[src/rtl/core/ltc_pkg.sv]
// ----------------------------------------------------------------------------
// ltc_pkg
// shared types and constants of the light timeout controller
// ----------------------------------------------------------------------------
package ltc_pkg;

  // field and state widths
  localparam int unsigned CntW   = 22;
  localparam int unsigned LightW = 5;
  localparam int unsigned PhaseW = 8;

  // blink spacing of the warning window
  localparam int unsigned WarnPeriod = 600;

  // residue of the countdown modulo the blink spacing
  localparam int unsigned ModW = $clog2(WarnPeriod);

  // reciprocal of the blink spacing, exact floor for every CntW-bit reload
  localparam int unsigned RecipShift = CntW + ModW;
  localparam int unsigned RecipW     = CntW + 1;
  localparam int unsigned ProdW      = CntW + RecipW;
  localparam int unsigned QuotW      = ProdW - RecipShift;
  localparam longint unsigned RecipMul =
    ((64'd1 << RecipShift) + 64'(WarnPeriod) - 64'd1) / 64'(WarnPeriod);

  // light patterns
  localparam logic [LightW-1:0] PatAllOn = LightW'(30);
  localparam logic [LightW-1:0] PatZone1 = LightW'(2);
  localparam logic [LightW-1:0] PatZone2 = LightW'(4);
  localparam logic [LightW-1:0] PatZone3 = LightW'(8);

  // register reset values
  localparam logic [CntW-1:0]   TimeoutRst = CntW'(72000);
  localparam logic [ModW-1:0]   TimeoutModRst = ModW'(72000 % WarnPeriod);
  localparam logic [CntW-1:0]   WarnWinRst = CntW'(3000);
  localparam logic [PhaseW-1:0] StatusPerRst = PhaseW'(10);

  // configuration register indexes
  typedef enum logic [1:0] {
    RegTimeout   = 2'd0,
    RegWarnWin   = 2'd1,
    RegStatusPer = 2'd2
  } cfg_reg_e;

  // configuration seen by the tick logic
  typedef struct packed {
    logic [CntW-1:0]   timeout;
    logic [ModW-1:0]   timeout_mod;
    logic [CntW-1:0]   warn_window;
    logic [PhaseW-1:0] status_period;
  } cfg_t;

  // button levels of one tick
  typedef struct packed {
    logic all_off;
    logic all_on;
    logic zone1;
    logic zone2;
    logic zone3;
  } btn_t;

  // result of one tick
  typedef struct packed {
    logic [LightW-1:0] light_drive;
    logic              report_valid;
    logic              report_on;
    logic              status_led;
  } res_t;

endpackage

[src/rtl/core/ltc_cfg.sv]
// ----------------------------------------------------------------------------
// ltc_cfg
// configuration registers with the residue of the reload value
// ----------------------------------------------------------------------------
module ltc_cfg (
  input  logic                       clk_i,
  input  logic                       rst_ni,
  input  logic                       cfg_valid_i,
  output logic                       cfg_ready_o,
  input  logic [1:0]                 cfg_index_i,
  input  logic [ltc_pkg::CntW-1:0]   cfg_data_i,
  output ltc_pkg::cfg_t              cfg_o
);

  logic [ltc_pkg::CntW-1:0]   timeout_q, timeout_d;
  logic [ltc_pkg::ModW-1:0]   tmod_q, tmod_d;
  logic [ltc_pkg::CntW-1:0]   warn_q, warn_d;
  logic [ltc_pkg::PhaseW-1:0] period_q, period_d;

  logic                       wr;
  logic [ltc_pkg::ProdW-1:0]  prod;
  logic [ltc_pkg::QuotW-1:0]  quot;
  logic [ltc_pkg::ModW-1:0]   back;
  logic [ltc_pkg::ModW-1:0]   resid;

  assign cfg_ready_o = 1'b1;
  assign wr          = cfg_valid_i && cfg_ready_o;

  // reload modulo the blink spacing by reciprocal multiplication
  assign prod  = ltc_pkg::ProdW'(cfg_data_i) * ltc_pkg::ProdW'(ltc_pkg::RecipMul);
  assign quot  = ltc_pkg::QuotW'(prod >> ltc_pkg::RecipShift);
  assign back  = ltc_pkg::ModW'(quot) * ltc_pkg::ModW'(ltc_pkg::WarnPeriod);
  assign resid = cfg_data_i[ltc_pkg::ModW-1:0] - back;

  always_comb begin
    timeout_d = timeout_q;
    tmod_d    = tmod_q;
    warn_d    = warn_q;
    period_d  = period_q;
    if (wr) begin
      case (ltc_pkg::cfg_reg_e'(cfg_index_i))
        ltc_pkg::RegTimeout: begin
          timeout_d = cfg_data_i;
          tmod_d    = resid;
        end
        ltc_pkg::RegWarnWin:   warn_d   = cfg_data_i;
        ltc_pkg::RegStatusPer: period_d = cfg_data_i[ltc_pkg::PhaseW-1:0];
        default: ;
      endcase
    end
  end

  always_ff @(posedge clk_i or negedge rst_ni) begin
    if (!rst_ni) begin
      timeout_q <= ltc_pkg::TimeoutRst;
      tmod_q    <= ltc_pkg::TimeoutModRst;
      warn_q    <= ltc_pkg::WarnWinRst;
      period_q  <= ltc_pkg::StatusPerRst;
    end else begin
      timeout_q <= timeout_d;
      tmod_q    <= tmod_d;
      warn_q    <= warn_d;
      period_q  <= period_d;
    end
  end

  assign cfg_o.timeout       = timeout_q;
  assign cfg_o.timeout_mod   = tmod_q;
  assign cfg_o.warn_window   = warn_q;
  assign cfg_o.status_period = period_q;

endmodule

[src/rtl/core/ltc_step.sv]
// ----------------------------------------------------------------------------
// ltc_step
// per-tick light, countdown and report logic with its state registers
// ----------------------------------------------------------------------------
module ltc_step (
  input  logic          clk_i,
  input  logic          rst_ni,
  input  logic          fire_i,
  input  ltc_pkg::btn_t btn_i,
  input  ltc_pkg::cfg_t cfg_i,
  output ltc_pkg::res_t res_o
);

  logic [ltc_pkg::CntW-1:0]   rem_q, rem_d;
  logic [ltc_pkg::ModW-1:0]   mod_q, mod_d;
  logic [ltc_pkg::LightW-1:0] light_q, light_d;
  logic [ltc_pkg::LightW-1:0] last_q, last_d;
  logic [ltc_pkg::PhaseW-1:0] phase_q, phase_d;

  logic [ltc_pkg::CntW-1:0]   rem1;
  logic [ltc_pkg::ModW-1:0]   mod1;
  logic [ltc_pkg::LightW-1:0] light1;
  logic [ltc_pkg::PhaseW-1:0] phase1;
  logic                       warn, period, report;

  always_comb begin
    // buttons in priority order
    rem1   = rem_q;
    mod1   = mod_q;
    light1 = light_q;
    if (btn_i.all_off) begin
      light1 = '0;
      rem1   = '0;
      mod1   = '0;
    end else if (btn_i.all_on || btn_i.zone1 || btn_i.zone2 || btn_i.zone3) begin
      rem1 = cfg_i.timeout;
      mod1 = cfg_i.timeout_mod;
      if (btn_i.all_on)     light1 = ltc_pkg::PatAllOn;
      else if (btn_i.zone1) light1 = light_q | ltc_pkg::PatZone1;
      else if (btn_i.zone2) light1 = light_q | ltc_pkg::PatZone2;
      else                  light1 = light_q | ltc_pkg::PatZone3;
    end

    // countdown
    warn        = (mod1 == '0) && (rem1 <= cfg_i.warn_window);
    rem_d       = rem1;
    mod_d       = mod1;
    light_d     = light1;
    res_o.light_drive = '0;
    if (rem1 != '0) begin
      res_o.light_drive = warn ? '0 : light1;
      rem_d = rem1 - 1'b1;
      mod_d = (mod1 == '0) ? ltc_pkg::ModW'(ltc_pkg::WarnPeriod - 1) : mod1 - 1'b1;
    end else begin
      light_d = '0;
    end

    // status period and reports
    phase1  = phase_q + 1'b1;
    period  = (phase1 == cfg_i.status_period);
    phase_d = period ? '0 : phase1;
    report  = (light_d != last_q) || period;
    last_d  = report ? light_d : last_q;

    res_o.report_valid = report;
    res_o.report_on    = report && (light_d != '0);
    res_o.status_led   = period && (light_d != '0) && (rem_d != '0);
  end

  always_ff @(posedge clk_i or negedge rst_ni) begin
    if (!rst_ni) begin
      rem_q   <= '0;
      mod_q   <= '0;
      light_q <= '0;
      last_q  <= '0;
      phase_q <= '0;
    end else if (fire_i) begin
      rem_q   <= rem_d;
      mod_q   <= mod_d;
      light_q <= light_d;
      last_q  <= last_d;
      phase_q <= phase_d;
    end
  end

endmodule

[src/rtl/core/light_timeout_controller_top.sv]
// ----------------------------------------------------------------------------
// light_timeout_controller_top
// timed lighting controller, one tick per input beat
// ----------------------------------------------------------------------------
// each input beat is one tick with five button levels; each tick gives exactly
// one result beat. a beat passes an input register, then the tick logic, then
// the result register; one beat is taken per cycle as long as the result side
// does not stall. the result register is a one-deep stage; a stalled result
// stops the input register, which in turn still takes one more beat. a write
// to timeout_ticks also stores the reload value modulo the blink spacing (600),
// found in the write cycle by a reciprocal multiplication, which lets the
// countdown track its residue without a divider; the configuration channel is
// always ready
module light_timeout_controller_top (
  input  logic                       clk_i,
  input  logic                       rst_ni,

  // configuration writes
  input  logic                       cfg_valid_i,
  output logic                       cfg_ready_o,
  input  logic [1:0]                 cfg_index_i,
  input  logic [ltc_pkg::CntW-1:0]   cfg_data_i,

  // tick beats in
  input  logic                       in_valid_i,
  output logic                       in_ready_o,
  input  logic                       all_off_pressed_i,
  input  logic                       all_on_pressed_i,
  input  logic                       zone1_pressed_i,
  input  logic                       zone2_pressed_i,
  input  logic                       zone3_pressed_i,

  // result beats out
  output logic                       out_valid_o,
  input  logic                       out_ready_i,
  output logic [ltc_pkg::LightW-1:0] light_drive_o,
  output logic                       report_valid_o,
  output logic                       report_on_o,
  output logic                       status_led_o
);

  ltc_pkg::cfg_t cfg;
  ltc_pkg::btn_t btn_q;
  ltc_pkg::res_t res, res_q;
  logic          s1_valid_q;
  logic          s1_fire;
  logic          out_valid_q;

  // configuration registers
  ltc_cfg u_cfg (
    .clk_i       (clk_i),
    .rst_ni      (rst_ni),
    .cfg_valid_i (cfg_valid_i),
    .cfg_ready_o (cfg_ready_o),
    .cfg_index_i (cfg_index_i),
    .cfg_data_i  (cfg_data_i),
    .cfg_o       (cfg)
  );

  // tick moves to the result register when that slot is free or draining
  assign s1_fire    = s1_valid_q && (!out_valid_q || out_ready_i);
  assign in_ready_o = !s1_valid_q || s1_fire;

  // input register
  always_ff @(posedge clk_i or negedge rst_ni) begin
    if (!rst_ni) begin
      s1_valid_q <= 1'b0;
    end else if (in_ready_o) begin
      s1_valid_q <= in_valid_i;
    end else if (s1_fire) begin
      s1_valid_q <= 1'b0;
    end
  end

  always_ff @(posedge clk_i) begin
    if (in_valid_i && in_ready_o) begin
      btn_q.all_off <= all_off_pressed_i;
      btn_q.all_on  <= all_on_pressed_i;
      btn_q.zone1   <= zone1_pressed_i;
      btn_q.zone2   <= zone2_pressed_i;
      btn_q.zone3   <= zone3_pressed_i;
    end
  end

  // tick logic and state
  ltc_step u_step (
    .clk_i  (clk_i),
    .rst_ni (rst_ni),
    .fire_i (s1_fire),
    .btn_i  (btn_q),
    .cfg_i  (cfg),
    .res_o  (res)
  );

  // result register
  always_ff @(posedge clk_i or negedge rst_ni) begin
    if (!rst_ni) begin
      out_valid_q <= 1'b0;
    end else if (s1_fire) begin
      out_valid_q <= 1'b1;
    end else if (out_ready_i) begin
      out_valid_q <= 1'b0;
    end
  end

  always_ff @(posedge clk_i) begin
    if (s1_fire) begin
      res_q <= res;
    end
  end

  assign out_valid_o    = out_valid_q;
  assign light_drive_o  = res_q.light_drive;
  assign report_valid_o = res_q.report_valid;
  assign report_on_o    = res_q.report_on;
  assign status_led_o   = res_q.status_led;

endmodule

[config.mk]
export PLATFORM = sky130hd
export DESIGN_NAME = light_timeout_controller_top
export DESIGN_NICKNAME = d
export VERILOG_FILES = /design/src/rtl/core/ltc_pkg.sv /design/src/rtl/core/ltc_cfg.sv /design/src/rtl/core/ltc_step.sv /design/src/rtl/core/light_timeout_controller_top.sv
export SDC_FILE = /design/constraint.sdc
export NUM_CORES = 1
export LEC_CHECK = 0
export ABC_AREA = 1
export BUFFER_PORTS_ARGS = -buffer_cell sky130_fd_sc_hd__clkbuf_2
export CAP_MARGIN = 20
export CELL_PAD_IN_SITES_DETAIL_PLACEMENT = 0
export CELL_PAD_IN_SITES_GLOBAL_PLACEMENT = 1
export CORE_MARGIN = 2
export CORE_UTILIZATION = 50
export CTS_CLUSTER_SIZE = 40
export DETAILED_ROUTE_END_ITERATION = 16
export PLACE_DENSITY_LB_ADDON = 0.15
export REMOVE_ABC_BUFFERS = 1
export SYNTH_ARGS = -nofsm -noshare
export SYNTH_HDL_FRONTEND = slang
export SYNTH_SLANG_ARGS = --single-unit
export TNS_END_PERCENT = 30
[constraint.sdc]
create_clock -name clk_i -period 3.57 [get_ports clk_i]
set_input_delay 0.1785 -clock clk_i [delete_from_list [all_inputs] [get_ports clk_i]]
set_output_delay 0.1785 -clock clk_i [all_outputs]
set_load 0.02 [all_outputs]
==> key figures, run 1 <==
Critical path
  • CP most frequent cell: nand2_2
  • Required time at the endpoint of the critical path: ~3.9 ns
  • Biggest fanout along the worst timing path: 5
  • Slowest CP cell: fa_1
  • Startpoint types: input port
  • Kind of critical path: input port to register
  • Worst path max stage delay: between 0.5 and 0.6 ns
  • Type of element capturing the critical path: register
  • Arr. time, crit path: roughly 8 ns
  • Register-to-register setup slack: between 0.2 and 0.25 ns

Synth
  • Number of enable-type register cells in the synthesized netlist: 13
  • Largest family of logic cells by synthesized area: adder cells
  • Fraction of the mapped netlist area in simple logic gates: a little under a fifth
  • Mean Syn Cell Area: a little over 8 um^2
  • Top cell type's share of synthesized area: 20.83%
  • Cell types with the largest area share after synthesis: fa_1, ha_1, dfrtp_1, inv_1, nand2_1
  • Ys async rst share: between 80 and 90%
  • Portion of netlist area occupied by mux cells: less than 1%
  • Leading area contributor after synthesis: fa_1
  • Post-synthesis cell type count: 47
  • Number of storage elements in the synthesis netlist: 124
  • Total of warnings raised by yosys: 0
  • Fraction of synthesized cell area in xor and xnor cells: approximately 1.8%
  • Synth Cell Area: approximately 16000 um^2
  • Prevailing post-synth register cell: dfrtp_1
  • Fraction of the mapped netlist area in adder cells: between 40% and 50%
  • Complex-gate fraction of the synthesized area: roughly 7.8%
  • Gate count of the mapped netlist: about 1.9k
  • Sequential fraction of the synthesis area: between 20% and 30%

Routing
  • Aggregate routed wire length: approximately 46 mm
  • Number of antenna-violating nets in the routed design: 0
  • Number of remaining DRC errors: 0
  • Met3 WL post-DR: roughly 1.5 mm
  • Met2 WL post-DR: 22.52 mm
  • Wire length per cell after detailed routing: 17.12 um
  • Mean number of vias per cell: approximately 5
  • DRC marker count from the first detailed-route iteration: 654
  • Top routing layer used: met5
  • Number of iterations in the first detailed-routing pass: 5
  • M1 wire length: between 20 and 25 mm
  • Via Count: around 13k

GRT
  • Overall routing resource usage: 29.33%
  • Number of antenna violations at the first check in global routing: 1
  • Vias in the first global route: approximately 14k
  • Wire length of the first global-routing pass: ~75 mm
  • Remaining global-route overflow: 0
  • Maximum number of pins on one net before global-route repair: 61

Finish
  • NumNets Final: 2696
  • Final core utilization: 63.73%
  • Post-Layout Cell Count: between 2k and 3k
  • Filler cells: between 2k and 3k
  • Signed area change from the synthesized netlist to the final layout: 26.59%
  • Antenna cells: 0
  • Final instance area: about 20000 um^2
  • Fraction of layout cells with a size suffix above 1: 23.38%

STA
  • Number of pins exceeding their max-slew limit in the final report: 0
  • Final cycle utilization of the critical path: 220.5%
  • Setup repair after global routing missed its margin: yes
  • Worst path setup slack after routing: -4.303 ns
  • Skew final: about 0.014 ns
  • Slew @ Worst Pin: roughly 0.8 ns
  • Worst slew margin relative to its limit: between 40% and 50%
  • Final setup violation count: 7
  • Post-route worst hold slack: ~0.057 ns
  • Time the final worst path needs with I/O delays and setup: about 8 ns
  • Fmax: 0.1270 GHz
  • Final hold violation count: 0

Clock tree
  • Master cell of the clock root buffer: clkbuf_16
  • Worst-case clock buffer depth: 2
  • Clock sinks: between 100 and 150
  • Skew-Pair Late Insertion Delay: 0.43 ns
  • Reg clk slew, reported paths: 0.06 ns
  • Number of levels in the clock H-tree: 4
  • Clock tree from TritonCTS: built
  • Number of buffers inserted during clock tree synthesis: 17

Run status
  • Failing checks: setup timing
  • Status: finished with violations

Die
  • DIE AREA: approximately 33000 um^2
  • CORE AREA: 31310 um^2
  • DIE WIDTH: between 150 and 200 um
  • Ports: 45
  • Placement row count: 65
  • Y dimension of the die: 181.6 um
  • Starting density of the core: about half

Placement
  • DP Cell Count: around 2.6k
  • Buffers added on ports: 43
  • Final weighted congestion of routability-driven global placement: 0.9389
  • Detailed placer's ending HPWL: about 39 mm
  • Placed cell area: about 18000 um^2

Hold path
  • Hold/Removal Path Class: input port to register

Run
  • Max-Cap Viols: 0
[critical path, delay by kind of cell]
family	cells	cell delay, ns
AOI/OAI and AO/OA	1	0.16
and+or+nand+nor	23	1.47
xor gates and xnor gates	3	0.49
adders and majority gates	13	5.28
buffers and inverters	10	0.58
[area by class of cell]
type                            count  area, um^2  share of cell area [%]
Clock buffer                       18       439.2                   2.201
Tap cell                          402       503.0                   2.521
Timing Repair Buffer              324        2480                   12.43
Multi-Input combinational cell   1338       11530                   57.78
Clock inverter                     14       131.4                  0.6584
Inverter                          449        1685                   8.446
Sequential cell                   124        3186                   15.96
[layer usage]
layer,GRT usage (%),vias up
li1,-,6666
met1,37.80,6337
met2,51.77,241
met3,3.069,72
met4,9.528,2
met5,0,-
[cell usage in the layout, fill, tap and decap left out, types with 13 or more instances in the layout]
cell and instances:
inv_2 19, inv_1 430, nand2_2 27, clkbuf_2 28, dfstp_2 14, a21oi_1 46, o21ai_0 95, clkbuf_16 19
nor2_1 103, ha_1 199, nand4_1 17, a21oi_2 16, o21ai_1 13, ha_4 41, dfrtp_1 97, fa_1 152
xor2_1 16, nand3_1 79, nand2_1 398, edfxtp_1 13, buf_4 270
[logic make-up after synthesis]
logic type,Yosys count
buffers and inverters,483
other,1
xor gates and xnor gates,32
DFF,124
adders and majority gates,408
AOI/OAI and AO/OA,217
muxes,2
and+or+nand+nor,678
[sequential cells by signal (all words and copies together), names as in the netlist, 5 cells and up]
name	cells
u_cfg.tmod_q	10
u_cfg.period_q	8
u_cfg.warn_q	22
u_step.phase_q	8
btn_q	5
u_step.last_q	5
u_step.light_q	5
light_drive_o	5
u_step.rem_q	22
u_cfg.timeout_q	19
u_step.mod_q	10
[stage by stage]
| step | setup WS, ns | setup TNS [ns] |
|---|---|---|
| final | -4.303 | -22.05 |
| after global routing | -4.672 | -23.88 |
| after CTS | -4.261 | -22.18 |
| after detailed placement | -5.283 | -27.44 |
| after global placement | -5.175 | -27.21 |
| after floorplan | -4.398 | -21.05 |
[synth_stat cells (2+ instances only)]
cell type,n
nand2_2,9
inv_2,4
buf_6,5
nand3_1,89
dfrtp_1,97
o21ai_1,8
buf_4,2
fa_1,164
o211ai_2,7
xnor2_1,14
mux2i_1,2
inv_1,445
nor2_4,2
a31oi_1,6
o31ai_1,6
nor3_1,10
edfxtp_1,13
o21bai_1,5
nor4_1,3
dfstp_2,14
o21a_1,4
nand3b_1,8
ha_1,244
o211ai_1,8
clkbuf_1,21
nand4_1,17
buf_1,2
a21oi_1,62
or2_2,5
nand2_1,416
xor2_1,18
nor2_1,109
nor2_2,7
buf_2,4
a21o_1,3
o21ai_0,101
[final timing paths]
check                                             startpoint                            end  depth (start not counted)
worst max-delay path                           cfg_data_i[4]    u_cfg.tmod_q[9]$_DFFE_PN0P_                         50
worst min-delay path                             out_ready_i        out_valid_o$_DFFE_PN0P_                          4
worst min register to register  u_step.last_q[1]$_DFFE_PN0P_   u_step.last_q[1]$_DFFE_PN0P_                          2
max in group asynchronous                             rst_ni  u_cfg.period_q[3]$_DFFE_PN1P_                          3
min in group asynchronous                             rst_ni    u_cfg.tmod_q[6]$_DFFE_PN0P_                          2
worst max register to register            btn_q[3]$_DFFE_PP_         status_led_o$_DFFE_PP_                         18
[what timing repair did]
item                                   4_1_cts  5_1_grt
pin swaps                                   66       59
setup endpoints to repair                    7        8
resized for setup                          100       67
endpoints found under the hold margin       53        0
hold buffers                                 7        0
buffers inserted                             8        8
Power of run 1 is not shown: default switching activity piles up to over one toggle a cycle in this logic, so the estimate is an artifact.
==> inputs of run 2 (changes only) <==
BUFFER_PORTS_ARGS = -buffer_cell sky130_fd_sc_hd__buf_2   (was -buffer_cell sky130_fd_sc_hd__clkbuf_2)
==> run 2 against run 1 <==
Effect of this change: the run still ends with setup timing left; critical path depth is 2 lower; utilization is 0.30 points higher; cell count is 0.30% lower; die area stayed put; critical endpoint unchanged; non-clock buffer count is 8 lower; register-to-register slack hardly changed; sequential share of layout area is 0.074 points lower; global-route usage is 0.22 points higher.
==> key figures, run 2 (same netlist as run 1, synthesis figures left out) <==
Finish
  • Final instance area: roughly 20000 um^2
  • Area of the multi-input gates: between 10000 and 15000 um^2
  • NumNets Final: 2688
  • Fraction of layout cells with a size suffix above 1: between 20 and 25%
  • Commonest non-fill, non-tap cell in the layout: inv_1
  • Signed area change from the synthesized netlist to the final layout: 27.18%
  • Antenna cells: 0
  • Filler cells: roughly 2.7k
  • Most used cells in the layout excluding fill and tap cells: inv_1, nand2_1, buf_4, ha_1, fa_1
  • Largest registers ranked by flip-flop count: u_cfg.warn_q x22, u_step.rem_q x22, u_cfg.timeout_q x19
  • Area taken by flip-flops and latches: 3186 um^2

Critical path
  • Biggest fanout along the worst timing path: 3
  • Worst path max stage delay: 0.57 ns
  • Register-to-register setup slack: approximately 0.22 ns
  • Type of element capturing the critical path: register
  • Arr. time, crit path: slightly above 8 ns
  • Kind of cell with the highest combined delay on the critical path: adder cells
  • Required time at the endpoint of the critical path: 3.88 ns
  • Kind of critical path: input port to register
  • Startpoint types: input port
  • Buf/Inv on CP: 10
  • Slowest CP cell: fa_1

Die
  • Ports: between 40 and 50
  • DIE AREA: ~33000 um^2
  • CORE AREA: 31310 um^2
  • Placement row count: 65
  • DIE WIDTH: around 180 um
  • Starting density of the core: 50.34%
  • Y dimension of the die: ~180 um

Routing
  • DRC marker count from the first detailed-route iteration: 733
  • Number of antenna-violating nets in the routed design: 0
  • Via Count: between 10k and 15k
  • Number of iterations in the first detailed-routing pass: 5
  • Mean number of vias per cell: about 5.1
  • Aggregate routed wire length: ~46 mm
  • Wire length per cell after detailed routing: 17.41 um
  • Number of remaining DRC errors: 0

STA
  • Number of pins exceeding their max-slew limit in the final report: 0
  • Fmax: ~0.13 GHz
  • Worst slew margin relative to its limit: about 40%
  • Final setup violation count: 7
  • Setup repair after global routing missed its margin: yes
  • Final cycle utilization of the critical path: 217.7%
  • Time the final worst path needs with I/O delays and setup: between 7 and 8 ns
  • Slew @ Worst Pin: between 0.8 and 0.9 ns
  • Final hold violation count: 0
  • Worst path setup slack after routing: -4.202 ns
  • Skew final: just under 0.01 ns

GRT
  • Overall routing resource usage: 29.54%
  • Maximum number of pins on one net before global-route repair: a little over 60
  • Vias in the first global route: 14.19k
  • Wire length of the first global-routing pass: 75.14 mm
  • Remaining global-route overflow: 0
  • Number of antenna violations at the first check in global routing: 0

Clock tree
  • Worst-case clock buffer depth: 2
  • Number of buffers inserted during clock tree synthesis: 17
  • Skew-Pair Late Insertion Delay: ~0.42 ns
  • Clock tree from TritonCTS: built
  • Clock sinks: 124
  • Master cell of the clock root buffer: clkbuf_16
  • Reg clk slew, reported paths: around 0.060 ns
  • Number of levels in the clock H-tree: 4

Placement
  • Detailed placer's ending HPWL: about 39 mm
  • Buffers added on ports: 43
  • Final weighted congestion of routability-driven global placement: a little under 1
  • Placed cell area: about 18000 um^2

Hold path
  • Hold/Removal Path Class: input port to register

Run status
  • Failing checks: setup timing
  • Status: finished with violations

Run
  • Max-Cap Viols: 0
==> run 2: worst min-delay path: stages <==
cell	delay (ns)
buf_6	0.13
nand2_1	0.07
o21ai_0	0.07
==> run 2: area by class of cell <==
type / instances / share of cell area [%]
well taps: 402 / 2.509
repair buffers: 316 / 11.98
clock buffers: 18 / 2.191
flip-flops and latches: 124 / 15.89
clock inverters: 14 / 0.5929
inverters: 449 / 8.407
multi-input cells: 1338 / 58.43
==> run 2: worst paths after layout <==
path | from | endpoint | depth (start not counted)
setup / recovery | cfg_data_i[19] | u_cfg.tmod_q[9]$_DFFE_PN0P_ | 48
hold / removal | cfg_data_i[8] | u_cfg.timeout_q[8]$_DFFE_PN1P_ | 3
setup reg to reg | btn_q[3]$_DFFE_PP_ | status_led_o$_DFFE_PP_ | 18
hold reg to reg | u_step.mod_q[5]$_DFFE_PN0P_ | u_step.mod_q[5]$_DFFE_PN0P_ | 2
max in group asynchronous | rst_ni | u_cfg.warn_q[3]$_DFFE_PN1P_ | 3
min in group asynchronous | rst_ni | s1_valid_q$_DFFE_PN0P_ | 2
==> run 2: per-layer routing <==
layer | track usage [%] | wire (um) | up-vias
met5 | 0 | 0 | -
met4 | 11.58 | 1822 | 0
met3 | 2.487 | 1500 | 83
met2 | 50.97 | 22840 | 278
met1 | 38.69 | 20170 | 6535
li1 | - | - | 6648
==> run 2: per-stage QoR <==
stage | hold WS (ns) | worst slack [ns] | setup TNS (ns) | utilization, % | cells
after detailed placement | 0.3375 | -5.262 | -27.33 | 58.25 | 2609
after global routing | 0.04692 | -4.495 | -22.77 | 64.02 | 2661
after CTS | 0.02624 | -4.179 | -20.77 | 63.15 | 2658
after global placement | 0.3344 | -5.127 | -26.88 | 58.25 | 2609
final | 0.04721 | -4.202 | -21.10 | 64.02 | 2661
after floorplan | -0.1171 | -4.398 | -21.05 | - | 1911
==> run 2: repair_timing <==
action / CTS / global route
gates cloned: 0 / 0
pin swaps: 110 / 47
hold buffers: 7 / 0
buffers inserted: 10 / 3
resized for setup: 138 / 65
endpoints found under the hold margin: 62 / 0
endpoints found under the setup margin: 7 / 13
Power of run 2 is left out for the same reason.
